`config.mk`:
```
export PLATFORM = sky130hd
export DESIGN_NAME = cbor_item_head_encoder
export DESIGN_NICKNAME = d
export VERILOG_FILES = /design/src/rtl/cbh_pkg.sv /design/src/rtl/cbh_front.sv /design/src/rtl/cbh_queue.sv /design/src/rtl/cbh_back.sv /design/src/rtl/cbor_item_head_encoder.sv
export SDC_FILE = /design/constraint.sdc
export NUM_CORES = 1
export LEC_CHECK = 0
export BUFFER_PORTS_ARGS = -buffer_cell sky130_fd_sc_hd__buf_2
export CORE_MARGIN = 3
export CORE_UTILIZATION = 59
export CTS_BUF_LIST = sky130_fd_sc_hd__clkbuf_16
export CTS_CLUSTER_SIZE = 28
export DETAILED_ROUTE_END_ITERATION = 10
export PLACE_DENSITY_LB_ADDON = 0.3
export SETUP_SLACK_MARGIN = 0.15
export SLEW_MARGIN = 40
export SYNTH_ARGS = -nofsm -noshare
export SYNTH_HDL_FRONTEND = slang
export SYNTH_SLANG_ARGS = --single-unit
```
`constraint.sdc`:
```
create_clock -name aclk -period 15.75 [get_ports aclk]
set_input_delay 3.15 -clock aclk [delete_from_list [all_inputs] [get_ports aclk]]
set_output_delay 3.15 -clock aclk [all_outputs]
set_load 0.01 [all_outputs]
```
`src/rtl/cbh_pkg.sv`:
```
`timescale 1ns / 1ps

package cbh_pkg;

    // action codes (s_tuser)
    localparam logic [1:0] ACT_START   = 2'd0;
    localparam logic [1:0] ACT_HEAD    = 2'd1;
    localparam logic [1:0] ACT_PAYLOAD = 2'd2;

    // result status codes (m_tuser)
    localparam logic [1:0] ST_OK        = 2'd0;
    localparam logic [1:0] ST_OVERFLOW  = 2'd1;
    localparam logic [1:0] ST_TOO_LARGE = 2'd2;

    // additional-information codes of the head byte
    localparam logic [4:0] AI_IMM_LIMIT = 5'd24;
    localparam logic [4:0] AI_ONE_BYTE  = 5'd24;
    localparam logic [4:0] AI_TWO_BYTE  = 5'd25;
    localparam logic [4:0] AI_FOUR_BYTE = 5'd26;

    localparam logic [15:0] CAP_RESET     = 16'd256;

    // job queue between front and back
    localparam int QDEPTH = 4;
    localparam int QAW    = $clog2(QDEPTH);

    // one job: up to five bytes to send (or a single error result)
    typedef struct packed {
        logic [7:0]  head;
        logic [31:0] val;
        logic [2:0]  nbytes;
        logic [1:0]  status;
        logic [15:0] pos;
    } cbh_job_t;

endpackage

```
`src/rtl/cbh_front.sv`:
```
`timescale 1ns / 1ps

module cbh_front (
    input  logic                    aclk,
    input  logic                    aresetn,
    input  logic                    cfg_we,
    input  logic [15:0]             cfg_wdata,
    input  logic                    acc,
    input  logic [1:0]              action,
    input  logic [2:0]              major_type,
    input  logic [63:0]             argument_value,
    input  logic [7:0]              payload_byte,
    output logic                    push,
    output cbh_pkg::cbh_job_t       job
);

    logic [15:0] cap_reg, cap_next;
    logic [15:0] off_reg, off_next;
    logic        failed_reg, failed_next;

    logic        is_small, le8, le16, le32;
    logic [2:0]  nb;
    logic [7:0]  head;
    logic [16:0] end_off;
    logic        fits;

    // size class of the argument
    assign is_small = (argument_value < 64'(cbh_pkg::AI_IMM_LIMIT));
    assign le8      = (argument_value[63:8] == '0);
    assign le16     = (argument_value[63:16] == '0);
    assign le32     = (argument_value[63:32] == '0);

    always_comb begin
        if (action == cbh_pkg::ACT_PAYLOAD) begin
            nb   = 3'd1;
            head = payload_byte;
        end else if (is_small) begin
            nb   = 3'd1;
            head = {major_type, argument_value[4:0]};
        end else if (le8) begin
            nb   = 3'd2;
            head = {major_type, cbh_pkg::AI_ONE_BYTE};
        end else if (le16) begin
            nb   = 3'd3;
            head = {major_type, cbh_pkg::AI_TWO_BYTE};
        end else begin
            nb   = 3'd5;
            head = {major_type, cbh_pkg::AI_FOUR_BYTE};
        end
    end

    assign end_off = {1'b0, off_reg} + {14'd0, nb};
    assign fits    = (end_off <= {1'b0, cap_reg});

    always_comb begin
        off_next    = off_reg;
        failed_next = failed_reg;
        cap_next    = cfg_we ? cfg_wdata : cap_reg;
        push        = 1'b0;
        job.head    = 8'd0;
        job.val     = 32'd0;
        job.nbytes  = 3'd1;
        job.status  = cbh_pkg::ST_OK;
        job.pos     = off_reg;
        if (acc) begin
            case (action)
                cbh_pkg::ACT_START: begin
                    off_next    = '0;
                    failed_next = 1'b0;
                end
                cbh_pkg::ACT_HEAD, cbh_pkg::ACT_PAYLOAD: begin
                    push = 1'b1;
                    if (failed_reg) begin
                        job.status = cbh_pkg::ST_OVERFLOW;
                    end else if (action == cbh_pkg::ACT_HEAD && !le32) begin
                        job.status  = cbh_pkg::ST_TOO_LARGE;
                        failed_next = 1'b1;
                    end else if (!fits) begin
                        job.status  = cbh_pkg::ST_OVERFLOW;
                        failed_next = 1'b1;
                    end else begin
                        job.head   = head;
                        job.val    = argument_value[31:0];
                        job.nbytes = nb;
                        off_next   = end_off[15:0];
                    end
                end
                default: begin
                end
            endcase
        end
    end

    always_ff @(posedge aclk) begin
        if (!aresetn) begin
            cap_reg    <= cbh_pkg::CAP_RESET;
            off_reg    <= '0;
            failed_reg <= 1'b0;
        end else begin
            cap_reg    <= cap_next;
            off_reg    <= off_next;
            failed_reg <= failed_next;
        end
    end

    // offset only moves on an accepted item
    a_off_hold: assert property (@(posedge aclk) disable iff (!aresetn)
        !acc |=> $stable(off_reg))
        else $error("write offset moved without a transfer");

    // a failed message never advances the offset
    a_failed_no_adv: assert property (@(posedge aclk) disable iff (!aresetn)
        (failed_reg && acc && action != cbh_pkg::ACT_START) |=> $stable(off_reg))
        else $error("offset advanced on a failed message");

endmodule

```
`src/rtl/cbh_queue.sv`:
```
`timescale 1ns / 1ps

module cbh_queue (
    input  logic                    aclk,
    input  logic                    aresetn,
    input  logic                    push,
    input  cbh_pkg::cbh_job_t       push_job,
    output logic                    full,
    input  logic                    pop,
    output cbh_pkg::cbh_job_t       pop_job,
    output logic                    empty
);

    cbh_pkg::cbh_job_t            mem [cbh_pkg::QDEPTH];
    logic [cbh_pkg::QAW-1:0]      wr_ptr_reg, rd_ptr_reg;
    logic [cbh_pkg::QAW:0]        cnt_reg, cnt_next;

    assign full    = (cnt_reg == (cbh_pkg::QAW+1)'(cbh_pkg::QDEPTH));
    assign empty   = (cnt_reg == '0);
    assign pop_job = mem[rd_ptr_reg];

    always_comb begin
        cnt_next = cnt_reg;
        if (push && !pop) begin
            cnt_next = cnt_reg + 1'b1;
        end else if (pop && !push) begin
            cnt_next = cnt_reg - 1'b1;
        end
    end

    always_ff @(posedge aclk) begin
        if (push) begin
            mem[wr_ptr_reg] <= push_job;
        end
    end

    always_ff @(posedge aclk) begin
        if (!aresetn) begin
            wr_ptr_reg <= '0;
            rd_ptr_reg <= '0;
            cnt_reg    <= '0;
        end else begin
            if (push) begin
                wr_ptr_reg <= wr_ptr_reg + 1'b1;
            end
            if (pop) begin
                rd_ptr_reg <= rd_ptr_reg + 1'b1;
            end
            cnt_reg <= cnt_next;
        end
    end

    a_no_overrun: assert property (@(posedge aclk) disable iff (!aresetn)
        !(push && full) && !(pop && empty))
        else $error("job queue overrun or underrun");

endmodule

```
`src/rtl/cbh_back.sv`:
```
`timescale 1ns / 1ps

module cbh_back (
    input  logic                    aclk,
    input  logic                    aresetn,
    input  logic                    q_empty,
    input  cbh_pkg::cbh_job_t       q_job,
    output logic                    pop,
    output logic                    m_tvalid,
    input  logic                    m_tready,
    output logic [23:0]             m_tdata,
    output logic [1:0]              m_tuser,
    output logic                    m_tlast
);

    cbh_pkg::cbh_job_t cur_reg;
    logic              cur_valid_reg, cur_valid_next;
    logic [2:0]        idx_reg, idx_next;

    logic              out_valid_reg;
    logic [7:0]        out_byte_reg;
    logic [15:0]       out_pos_reg;
    logic [1:0]        out_status_reg;
    logic              out_last_reg;

    logic              load_out, emit, is_last;
    logic [2:0]        k;
    logic [7:0]        sel_byte;

    assign load_out = !out_valid_reg || m_tready;
    assign emit     = load_out && cur_valid_reg;
    assign is_last  = (idx_reg == cur_reg.nbytes - 3'd1);
    assign pop      = !q_empty && (!cur_valid_reg || (emit && is_last));

    // big-endian: byte index counted from the end of the argument
    assign k = cur_reg.nbytes - 3'd1 - idx_reg;

    always_comb begin
        if (idx_reg == 3'd0) begin
            sel_byte = cur_reg.head;
        end else begin
            case (k)
                3'd0:    sel_byte = cur_reg.val[7:0];
                3'd1:    sel_byte = cur_reg.val[15:8];
                3'd2:    sel_byte = cur_reg.val[23:16];
                3'd3:    sel_byte = cur_reg.val[31:24];
                default: sel_byte = 8'd0;
            endcase
        end
    end

    always_comb begin
        cur_valid_next = cur_valid_reg;
        idx_next       = idx_reg;
        if (pop) begin
            cur_valid_next = 1'b1;
            idx_next       = '0;
        end else if (emit) begin
            if (is_last) begin
                cur_valid_next = 1'b0;
                idx_next       = '0;
            end else begin
                idx_next = idx_reg + 3'd1;
            end
        end
    end

    always_ff @(posedge aclk) begin
        if (pop) begin
            cur_reg <= q_job;
        end
        if (emit) begin
            out_byte_reg   <= sel_byte;
            out_pos_reg    <= cur_reg.pos + {13'd0, idx_reg};
            out_status_reg <= cur_reg.status;
            out_last_reg   <= is_last;
        end
    end

    always_ff @(posedge aclk) begin
        if (!aresetn) begin
            cur_valid_reg <= 1'b0;
            idx_reg       <= '0;
            out_valid_reg <= 1'b0;
        end else begin
            cur_valid_reg <= cur_valid_next;
            idx_reg       <= idx_next;
            if (load_out) begin
                out_valid_reg <= cur_valid_reg;
            end
        end
    end

    assign m_tvalid = out_valid_reg;
    assign m_tdata  = {out_pos_reg, out_byte_reg};
    assign m_tuser  = out_status_reg;
    assign m_tlast  = out_last_reg;

    a_idx_range: assert property (@(posedge aclk) disable iff (!aresetn)
        cur_valid_reg |-> (idx_reg < cur_reg.nbytes))
        else $error("byte index past end of job");

    a_err_single: assert property (@(posedge aclk) disable iff (!aresetn)
        (out_valid_reg && out_status_reg != cbh_pkg::ST_OK)
            |-> (out_last_reg && out_byte_reg == 8'd0))
        else $error("error result not a single zero byte");

    a_pos_step: assert property (@(posedge aclk) disable iff (!aresetn)
        (m_tvalid && m_tready && !m_tlast) ##1 m_tvalid
            |-> (out_pos_reg == $past(out_pos_reg) + 16'd1))
        else $error("byte position did not advance within an item");

endmodule

```
`src/rtl/cbor_item_head_encoder.sv`:
```
`timescale 1ns / 1ps

// CBOR item head encoder. Each input transfer carries an action in s_tuser:
// start (resets offset and error, no output), head (major type plus argument,
// encoded as 1, 2, 3 or 5 big-endian bytes) or payload (one raw byte). Each
// output transfer is one byte with its offset in the message; m_tlast marks
// the final byte of an item and m_tuser gives the status (0 ok, 1 overflow or
// message already failed, 2 argument wider than 32 bits). An error item gives
// a single transfer with a zero byte and the refusing offset. Errors stick
// until the next start. The capacity register (reset 256) is written through
// cfg_we/cfg_wdata; the user must write it only while the block is idle, as the
// block itself does not enforce this. Rate: the input side takes one transfer
// per cycle while the four-entry job queue has room; the output side sends one
// byte per cycle while m_tready is high, so an item of n bytes (1 to 5) gives n
// output transfers, and start or unused actions give none.

module cbor_item_head_encoder (
    input  logic        aclk,
    input  logic        aresetn,

    // capacity register write
    input  logic        cfg_we,
    input  logic [15:0] cfg_wdata,

    // input stream
    input  logic        s_tvalid,
    output logic        s_tready,
    input  logic [79:0] s_tdata,   // [2:0] major_type, [66:3] argument_value,
                                   // [74:67] payload_byte, [79:75] zero
    input  logic [1:0]  s_tuser,   // [1:0] action

    // output stream
    output logic        m_tvalid,
    input  logic        m_tready,
    output logic [23:0] m_tdata,   // [7:0] out_byte, [23:8] byte_position
    output logic [1:0]  m_tuser,   // [1:0] status
    output logic        m_tlast    // last_of_item
);

    cbh_pkg::cbh_job_t push_job, pop_job;
    logic              push, pop, q_full, q_empty;
    logic              s_acc;

    // front accepts whenever a queue slot is free
    assign s_tready = !q_full;
    assign s_acc    = s_tvalid && s_tready;

    cbh_front u_front (
        .aclk           (aclk),
        .aresetn        (aresetn),
        .cfg_we         (cfg_we),
        .cfg_wdata      (cfg_wdata),
        .acc            (s_acc),
        .action         (s_tuser),
        .major_type     (s_tdata[2:0]),
        .argument_value (s_tdata[66:3]),
        .payload_byte   (s_tdata[74:67]),
        .push           (push),
        .job            (push_job)
    );

    cbh_queue u_queue (
        .aclk     (aclk),
        .aresetn  (aresetn),
        .push     (push),
        .push_job (push_job),
        .full     (q_full),
        .pop      (pop),
        .pop_job  (pop_job),
        .empty    (q_empty)
    );

    // back end serializes one job at a time into the output register
    cbh_back u_back (
        .aclk     (aclk),
        .aresetn  (aresetn),
        .q_empty  (q_empty),
        .q_job    (pop_job),
        .pop      (pop),
        .m_tvalid (m_tvalid),
        .m_tready (m_tready),
        .m_tdata  (m_tdata),
        .m_tuser  (m_tuser),
        .m_tlast  (m_tlast)
    );

endmodule

```
==> run summary, run 1 <==
Along the worst path, the maximum fanout reaches 14. The run gives 1656 as the final-layout fill cell count. The tools report the final setup TNS as 0 ns. Most used flip-flop cell after synthesis: edfxtp_1. Setup violations remaining at the end of the flow were counted as 0. The Yosys step of the flow raised 0 warnings. In this design, the stage delay of the slowest critical-path cell is 0.73 ns. The number of nets in the synthesized netlist is 1064. Number of hold buffers added after CTS: 0.

In the final routed layout, each cell accounts on average for 21.1 um. The number of placed instances, taps included, is 1349. The async set-reset flop share out of synthesis is 0. After clock tree synthesis, the setup repair step added 0 buffers. Post-CTS repair changed the size of 0 cells.

The max-capacitance violation count was 0. The tools report the maximum buffer depth of the clock tree as 3. The nature of the critical path startpoint is an input pin.

After clock tree synthesis, the clock-pin slew on the worst setup and hold paths is 0.07 ns. Number of buffers added on ports: 126. The root buffer cell chosen for the clock tree is clkbuf_16.

Critical path's slowest cell: a2111oi_1. From left edge to right edge, the die measures 168 um. The first global-routing pass estimated 47.3 mm of wire.

The run gives 0.0177 sq mm as the post-layout instance area. The flip-flop count of the largest register after layout is 244. The relative contribution of combinational cells to total power was 0.196. The startpoint-to-endpoint class of the critical path is input pin to flip-flop.

The total overflow left after global routing is 0. The critical path capture point type is a flip-flop. For the effective utilization at floorplan, the log shows 0.608. 0 antenna diodes ended up in the layout.

The die covers 0.0283 sq mm. Timing analysis after detailed placement gives a worst setup slack of 6.77 ns. For this block, the via count after detailed routing is 8249. The final weighted congestion of routability-driven global placement was 0.852.

Data on the critical path arrives at its endpoint at 8.65 ns. The register area was 0.0109 sq mm; the clock latency of the later-clocked register in the worst-skew pair was 0.52 ns. The ratio of final minimum period to clock period was 0.532; the final worst hold slack was 0.426 ns. The data required time at the worst endpoint came out at 16.01 ns.

The leakage power was 6.34 nW. The shortest period the worst path allows was 8.38 ns. The net switching share of the total power is 0.264, and the highest attainable clock frequency is 119 MHz. The height of the die was 168 um. The fraction of layout cells with a size suffix above 1 works out to 0.251. The run gives 62 as the pin count of the biggest net entering global routing. The synthesized area per cell is 16.9 sq um. Counting the buffers created by CTS gives 38. The design draws 2.80 mW.

Across the VDD grid, the largest voltage drop is 0.0844 mV. After the last flow step, the layout net total stands at 1203. TritonCTS built the clock tree.

The worst hold-check path type is flip-flop to flip-flop. Portion of the post-synthesis area used by sequential elements: 0.700. Proportion of power drawn by the clock network: 0.305. Once detail routing completed, the nets flagged for antenna violations numbered 0. The tools report the core area as 0.0255 sq mm. Setup repair after global routing left no endpoint under its margin.

The number of clock sinks is 377. The number of different library cells used by synthesis comes to 58. The HPWL after detailed placement is 18.4 mm. The internal power summed over all cells was 2.06 mW. For the count of final max-slew check failures, the log shows 0. The logs give 0.0165 sq mm for the instance area after placement and 58 for the placement row count. The initial detailed-routing violation count came out at 667. Sequential power share: 0.499.

The run gives 0.740 mW as the total net switching power. The synthesized netlist occupies a cell area of 0.0155 sq mm. For the pin with the worst max-slew slack, the measured transition is 0.829 ns. After detailed routing, the number of remaining DRC violations is 0.

The run gives 8527 as the number of global-route vias before repair. After layout, the worst setup slack is 7.37 ns. The via density per instance works out to 5.81. The flow ran to the end, and the final reports show no timing, DRC or antenna violations. Top cell family by delay on the critical path: simple AND/OR/NAND/NOR gates.

The run gives 0 as the hold violation total from the final report. Summing all multi-input logic gate instances after layout gives 0.00435 sq mm. The logs give 0.447 for the relative slew slack and 921 for the count of mapped cells out of synthesis. The clock skew after layout is 0.0126 ns. The post-route non-filler standard cell count is 1419, and the flip-flop and latch count after synthesis is 377.

Counting both buffers and inverters, the worst setup path holds a total of 2. The tools report the combined global-route utilization of all metal layers as 0.215. The final wirelength was 30.0 mm; the number of antenna violations at the first check in global routing was 1.

The area growth from synthesis to layout came out at 14.2%. The synthesized design contains 332 enable-type register cells. The H-tree was split into 2 levels. Walking the worst path, the cells encountered are buf_2 > a2111oi_1 > and3_1 > or3_1 > or2_1 > ha_1 > inv_1 > fa_1 > nand2b_1 > a211oi_2 > nand3_1 > xnor2_1 > ha_1 > and3_1 > nand4_1 > nor4_1 > o21a_1 > nand3_4 > or2_2 > nor3_1. For the core utilization of the finished layout, the log shows 0.694.

The logs give 5 for the iteration count of the initial detailed-routing pass and 132 for the number of top-level design ports. The cell area power density was 158 mW/mm^2.
## layout make-up
type                    instances  share of cell area
repair buffers                135              0.0413
clock inverters                30              0.0119
well taps                     330              0.0233
flip-flops and latches        377               0.613
clock buffers                  39              0.0550
inverters                      49              0.0104
multi-input cells             459               0.245
## cell usage in the layout (no fill, tap or decap), drive strengths merged, types with 4 or more instances in the layout
| cell type | synthesis | layout |
|---|---|---|
| nand2b | 4 | 4 |
| and4 | 4 | 4 |
| clkinv | 0 | 14 |
| xnor2 | 28 | 28 |
| nor2b | 19 | 19 |
| edfxtp | 332 | 332 |
| inv | 49 | 61 |
| ha | 36 | 36 |
| a21o | 6 | 6 |
| nand2 | 57 | 57 |
| and3 | 4 | 4 |
| a21oi | 17 | 17 |
| nor4 | 16 | 16 |
| nand3 | 21 | 21 |
| buf | 11 | 135 |
| dfxtp | 45 | 45 |
| a21boi | 4 | 4 |
| xor2 | 7 | 7 |
| nor3 | 8 | 8 |
| nand4 | 7 | 7 |
| and2 | 42 | 42 |
| fa | 4 | 4 |
| nor2 | 24 | 24 |
| clkbuf | 25 | 39 |
| o211ai | 4 | 4 |
| o21ai | 16 | 16 |
| mux2i | 29 | 29 |
| mux4 | 69 | 69 |
## routing by layer
layer	vias to the layer above	wire length, um	global-route usage
met5	-	13	0
met4	2	623	0.0555
met3	47	1700	0.0347
met2	276	15100	0.355
met1	4107	12600	0.304
li1	3817	-	-
## logic make-up (layout without fill, tap and decap cells)
group | count (synthesis) | count (layout) | share of synthesized area
buffers and inverters | 85 | 253 | 0.0215
AOI/OAI and AO/OA | 68 | 68 | 0.0296
xor gates and xnor gates | 36 | 36 | 0.0212
and+or+nand+nor | 217 | 217 | 0.0754
adders and majority gates | 40 | 40 | 0.0341
DFF | 377 | 377 | 0.700
muxes | 98 | 98 | 0.119
## synth_stat cells (all sizes together), types with 3 or more instances
cell / number / area share
mux4: 69 / 0.10
xnor2: 28 / 0.016
nor2: 24 / 0.0060
nor4: 16 / 0.0074
nand2: 57 / 0.014
nand3: 21 / 0.0076
nand2b: 4 / 0.0016
a31oi: 3 / 0.0012
a21boi: 4 / 0.0019
fa: 4 / 0.0052
dfxtp: 45 / 0.058
inv: 49 / 0.012
o31ai: 3 / 0.0014
nand4: 7 / 0.0028
xor2: 7 / 0.0039
and3: 4 / 0.0016
a21o: 6 / 0.0029
edfxtp: 332 / 0.64
nor3: 8 / 0.0026
and2: 42 / 0.017
a21oi: 17 / 0.0055
and4: 4 / 0.0023
o21ai: 16 / 0.0054
mux2i: 29 / 0.019
clkbuf: 25 / 0.0060
o211ai: 4 / 0.0019
ha: 36 / 0.029
buf: 11 / 0.0036
nor2b: 19 / 0.0076
## final timing paths
check / endpoint / cells after the start / startpoint / slack [ns]
worst max-delay path: u_queue.mem[1][54]$_DFFE_PP_ / 20 / s_tdata[6] / 7.37
worst min-delay path: u_back.m_tuser[1]$_DFFE_PP_ / 0 / u_back.cur_reg[17]$_DFFE_PP_ / 0.43
worst max register to register: u_queue.mem[1][54]$_DFFE_PP_ / 15 / u_front.off_reg[0]$_SDFFE_PN0P_ / 11.13
worst min register to register: u_back.m_tuser[1]$_DFFE_PP_ / 0 / u_back.cur_reg[17]$_DFFE_PP_ / 0.43
## power by group through the flow
stage	logic, mW	registers, mW	clock network (mW)
2_1_floorplan	0.392	1.39	0
3_3_place_gp	0.538	1.41	0
3_5_place_dp	0.550	1.42	0
4_1_cts	0.554	1.40	0.869
5_1_grt	0.599	1.42	0.910
6_report	0.547	1.40	0.854
No activity file was read; power rests on OpenSTA's default activity.
==> run 2: changes to the inputs <==
Settings changed: ABC_AREA set to 1.
Clock period 15.75 ns to 8 ns, I/O delays scaled along.
==> run 2 against run 1 <==
Effect of this change:
- sequential share of layout area shrank 1.8 points
- non-clock buffer count is 5 higher
- clock power grew 110%
- utilization decreased by 0.14 points
- largest power group unchanged
- highest routed layer is now met4
==> run summary, run 2 <==
In this run the worst path has a maximum fanout of 32. The total number of vias was 10800; the flip-flop count of the largest register after layout was 244. For this design the ratio of total power to cell area is 349 mW/mm^2. Counting I/O delays and the setup requirement, the final critical path takes 6.37 ns. Setup repair after global routing left no endpoint under its margin. The first global-routing pass estimated 52.8 mm of wire. Most used standard cell by instance count after synthesis: edfxtp_1.

TritonCTS built the clock tree. The relative slew slack came out at 0.455. The number of hold buffers added after CTS was 0.

Yosys printed 0 warnings. The fraction of layout cells with a size suffix above 1 was 0.143; the number of clock sinks was 377. At the placement stage, the worst setup path has a slack of 1.25 ns. The async set-reset flop share out of synthesis is 0. The max-capacitance violation count came out at 0.

For the area enclosed by the die boundary, the log shows 0.0291 sq mm. Static timing analysis puts the maximum clock frequency at 157 MHz. The number of antenna violations at the first check in global routing is 0. For the final setup TNS, the log shows 0 ns. Root buffer selected by CTS: clkbuf_16.

For the hold violation total from the final report, the log shows 0. The count of final max-slew check failures is 0, and the average wire per standard cell is 17.9 um. The floorplan step set the die width to 171 um. The tools report the core area as 0.0264 sq mm.

The tools report the combined global-route utilization of all metal layers as 0.231. STA classifies the critical path startpoint as an input pin. The flip-flop and latch count after synthesis is 377. The final worst hold slack was 0.425 ns; the final wirelength was 33.7 mm. Setup violations remaining at the end of the flow were counted as 0. Clock latency on the worst-skew pair, taken at its later pin, is 0.52 ns. The worst hold-check path type is flip-flop to flip-flop.

The run finished with clean final reports. The ratio of final minimum period to clock period works out to 0.796. Number of levels the H-tree was split into: 2.

The pin count of the biggest net entering global routing was 88; the clock skew after layout was 0.0176 ns. The number of nets in the synthesized netlist is 1550. The library cell used most frequently in the layout, excluding fill and tap cells, is edfxtp_1. The synthesized netlist contains 37 unique library cells. The logs give 0 for the final antenna-violating net count and 1.63 ns for the minimum setup slack in the final design. The number of remaining DRC errors was 0; the via density per instance was 5.75. Placement row count: 59. The number of antenna diodes in the final layout is 0. Data on the critical path is required at its endpoint by 8.30 ns.

The logs give 37 for the total clock buffers created by CTS and 0.0160 sq mm for the total standard cell area after synthesis. At the end of routability-driven placement, the weighted congestion stood at 0.843. The height of the die works out to 171 um. For this design the top-level I/O count stands at 132.

In this run the tool buffered the top-level ports with 126 buffer cells. The effective utilization at floorplan is 0.606, and the HPWL after detailed placement is 20.8 mm. For the worst setup path, the data arrival time is 6.67 ns.

In this run the post-CTS setup repair buffer count came out at 0. The final net count was 1664; the synthesized area per cell was 11.3 sq um. By area the synthesized netlist is led by edfxtp_1 (62%), dfxtp_1 (5.6%), nor2_1 (5.6%). Highest ir drop seen on vdd: 0.216 mV. The setup path with the least slack is of type input pin to flip-flop. Synthesis produced a netlist whose cell count is 1407.

Global routing finished with a remaining overflow of 0. The top cell types in the final layout, fill and taps aside, are edfxtp_1 (332), nor2_1 (233), nand2_1 (142). In this run the static leakage power is 6.97 nW.

Among all flip-flop cells after synthesis, the most frequent one is edfxtp_1. For this block, the initial DRC count from the detailed router was 1000. The logs give 0.681 for the portion of the post-synthesis area used by sequential elements and 6.38 mW for the total power draw.

The post-cts resize count is 0. Critical path capture point type: a flip-flop. The number of global-route vias before repair was 10200. edfxtp_1 takes more of the synthesized area than any other cell. The first detailed-routing pass took 5 iterations. After clock tree synthesis, the clock-pin slew on the worst setup and hold paths is 0.06 ns. The share of the synthesized area in the top cell type was 0.624; the maximum buffer depth of the clock tree was 3. At the pin with the least slew margin, the transition time is 0.811 ns. Relative to the synthesized area, the layout overhead comes to 14.4%. The synthesized design contains 332 enable-type register cells. Ranked by instance count, the synthesized netlist is headed by edfxtp_1 (332), nor2_1 (237), nand2_1 (143), o21ai_0 (140), inv_1 (120).
[run 2: cell types whose count changed in the layout (fill, tap and decap cells not counted), moves of 64 or more]
| cell | before | now |
|---|---|---|
| nor2_1 | 23 | 233 |
| o21ai_0 | 13 | 140 |
| nand2_1 | 57 | 142 |
| mux4_2 | 69 | 0 |
| inv_1 | 57 | 122 |
| o22ai_1 | 0 | 64 |
[run 2: final timing paths]
path	depth (start not counted)	slack, ns	end	from
worst min register to register	0	0.43	u_back.m_tuser[0]$_DFFE_PP_	u_back.cur_reg[16]$_DFFE_PP_
worst max register to register	18	3.84	u_queue.mem[3][39]$_DFFE_PP_	u_front.off_reg[0]$_SDFFE_PN0P_
worst min-delay path	0	0.43	u_back.m_tuser[0]$_DFFE_PP_	u_back.cur_reg[16]$_DFFE_PP_
worst max-delay path	26	1.63	u_queue.mem[3][39]$_DFFE_PP_	s_tdata[18]
[run 2: cell families after synthesis]
kind of cell | synth area share
AND/OR/NAND/NOR | 0.133
adder cells (fa/ha/maj) | 0.0332
XOR/XNOR | 0.0143
AO/OA/AOI/OAI | 0.0928
flip-flops | 0.681
buffers and inverters | 0.0459
[run 2: stage by stage]
step | cell area [sq um] | std cells | utilization
after floorplan | 16000 | 1407 | -
after global placement | 16900 | 1814 | 0.640
after detailed placement | 16900 | 1817 | 0.643
after CTS | 18300 | 1885 | 0.693
after global routing | 18300 | 1885 | 0.693
final | 18300 | 1885 | 0.693
[run 2: area by class of cell]
| type | instances | area, sq um |
|---|---|---|
| repair buffers | 140 | 803 |
| clock buffers | 39 | 976 |
| fillers | 1769 | 8090 |
| multi-input cells | 843 | 4400 |
| flip-flops and latches | 377 | 10900 |
| well taps | 335 | 419 |
| inverters | 122 | 458 |
| clock inverters | 29 | 335 |
[run 2: per-layer routing]
metal / global-route usage / vias up / part of all wire
met3: 0.0349 / 71 / 0.081
li1: - / 5165 / -
met2: 0.377 / 500 / 0.47
met4: 0.0709 / 0 / 0.024
met5: 0 / - / 0
met1: 0.326 / 5098 / 0.42
[run 2: critical path, stage by stage]
cell     delay [ns]
buf_2          0.10
inv_1          0.07
nand4_1        0.16
nor3_1         0.66
nand2_1        0.26
inv_1          0.15
nor3_1         0.12
nand2_1        0.13
ha_1           0.17
inv_1          0.06
fa_1           0.43
o21ai_4        0.25
inv_1          0.06
nor2_1         0.16
nand2_1        0.09
xnor2_1        0.23
ha_1           0.30
a21o_1         0.18
a21oi_1        0.11
nand2_1        0.06
nor2_1         0.10
nand2_2        0.10
nand2_2        0.08
nand3_2        0.30
buf_4          0.41
nor2_1         0.31
[run 2: power breakdown]
part	switching (mW)	total, mW	internal, mW
logic	1.16	1.65	0.490
registers	0.216	2.90	2.69
clock network	0.717	1.83	1.12
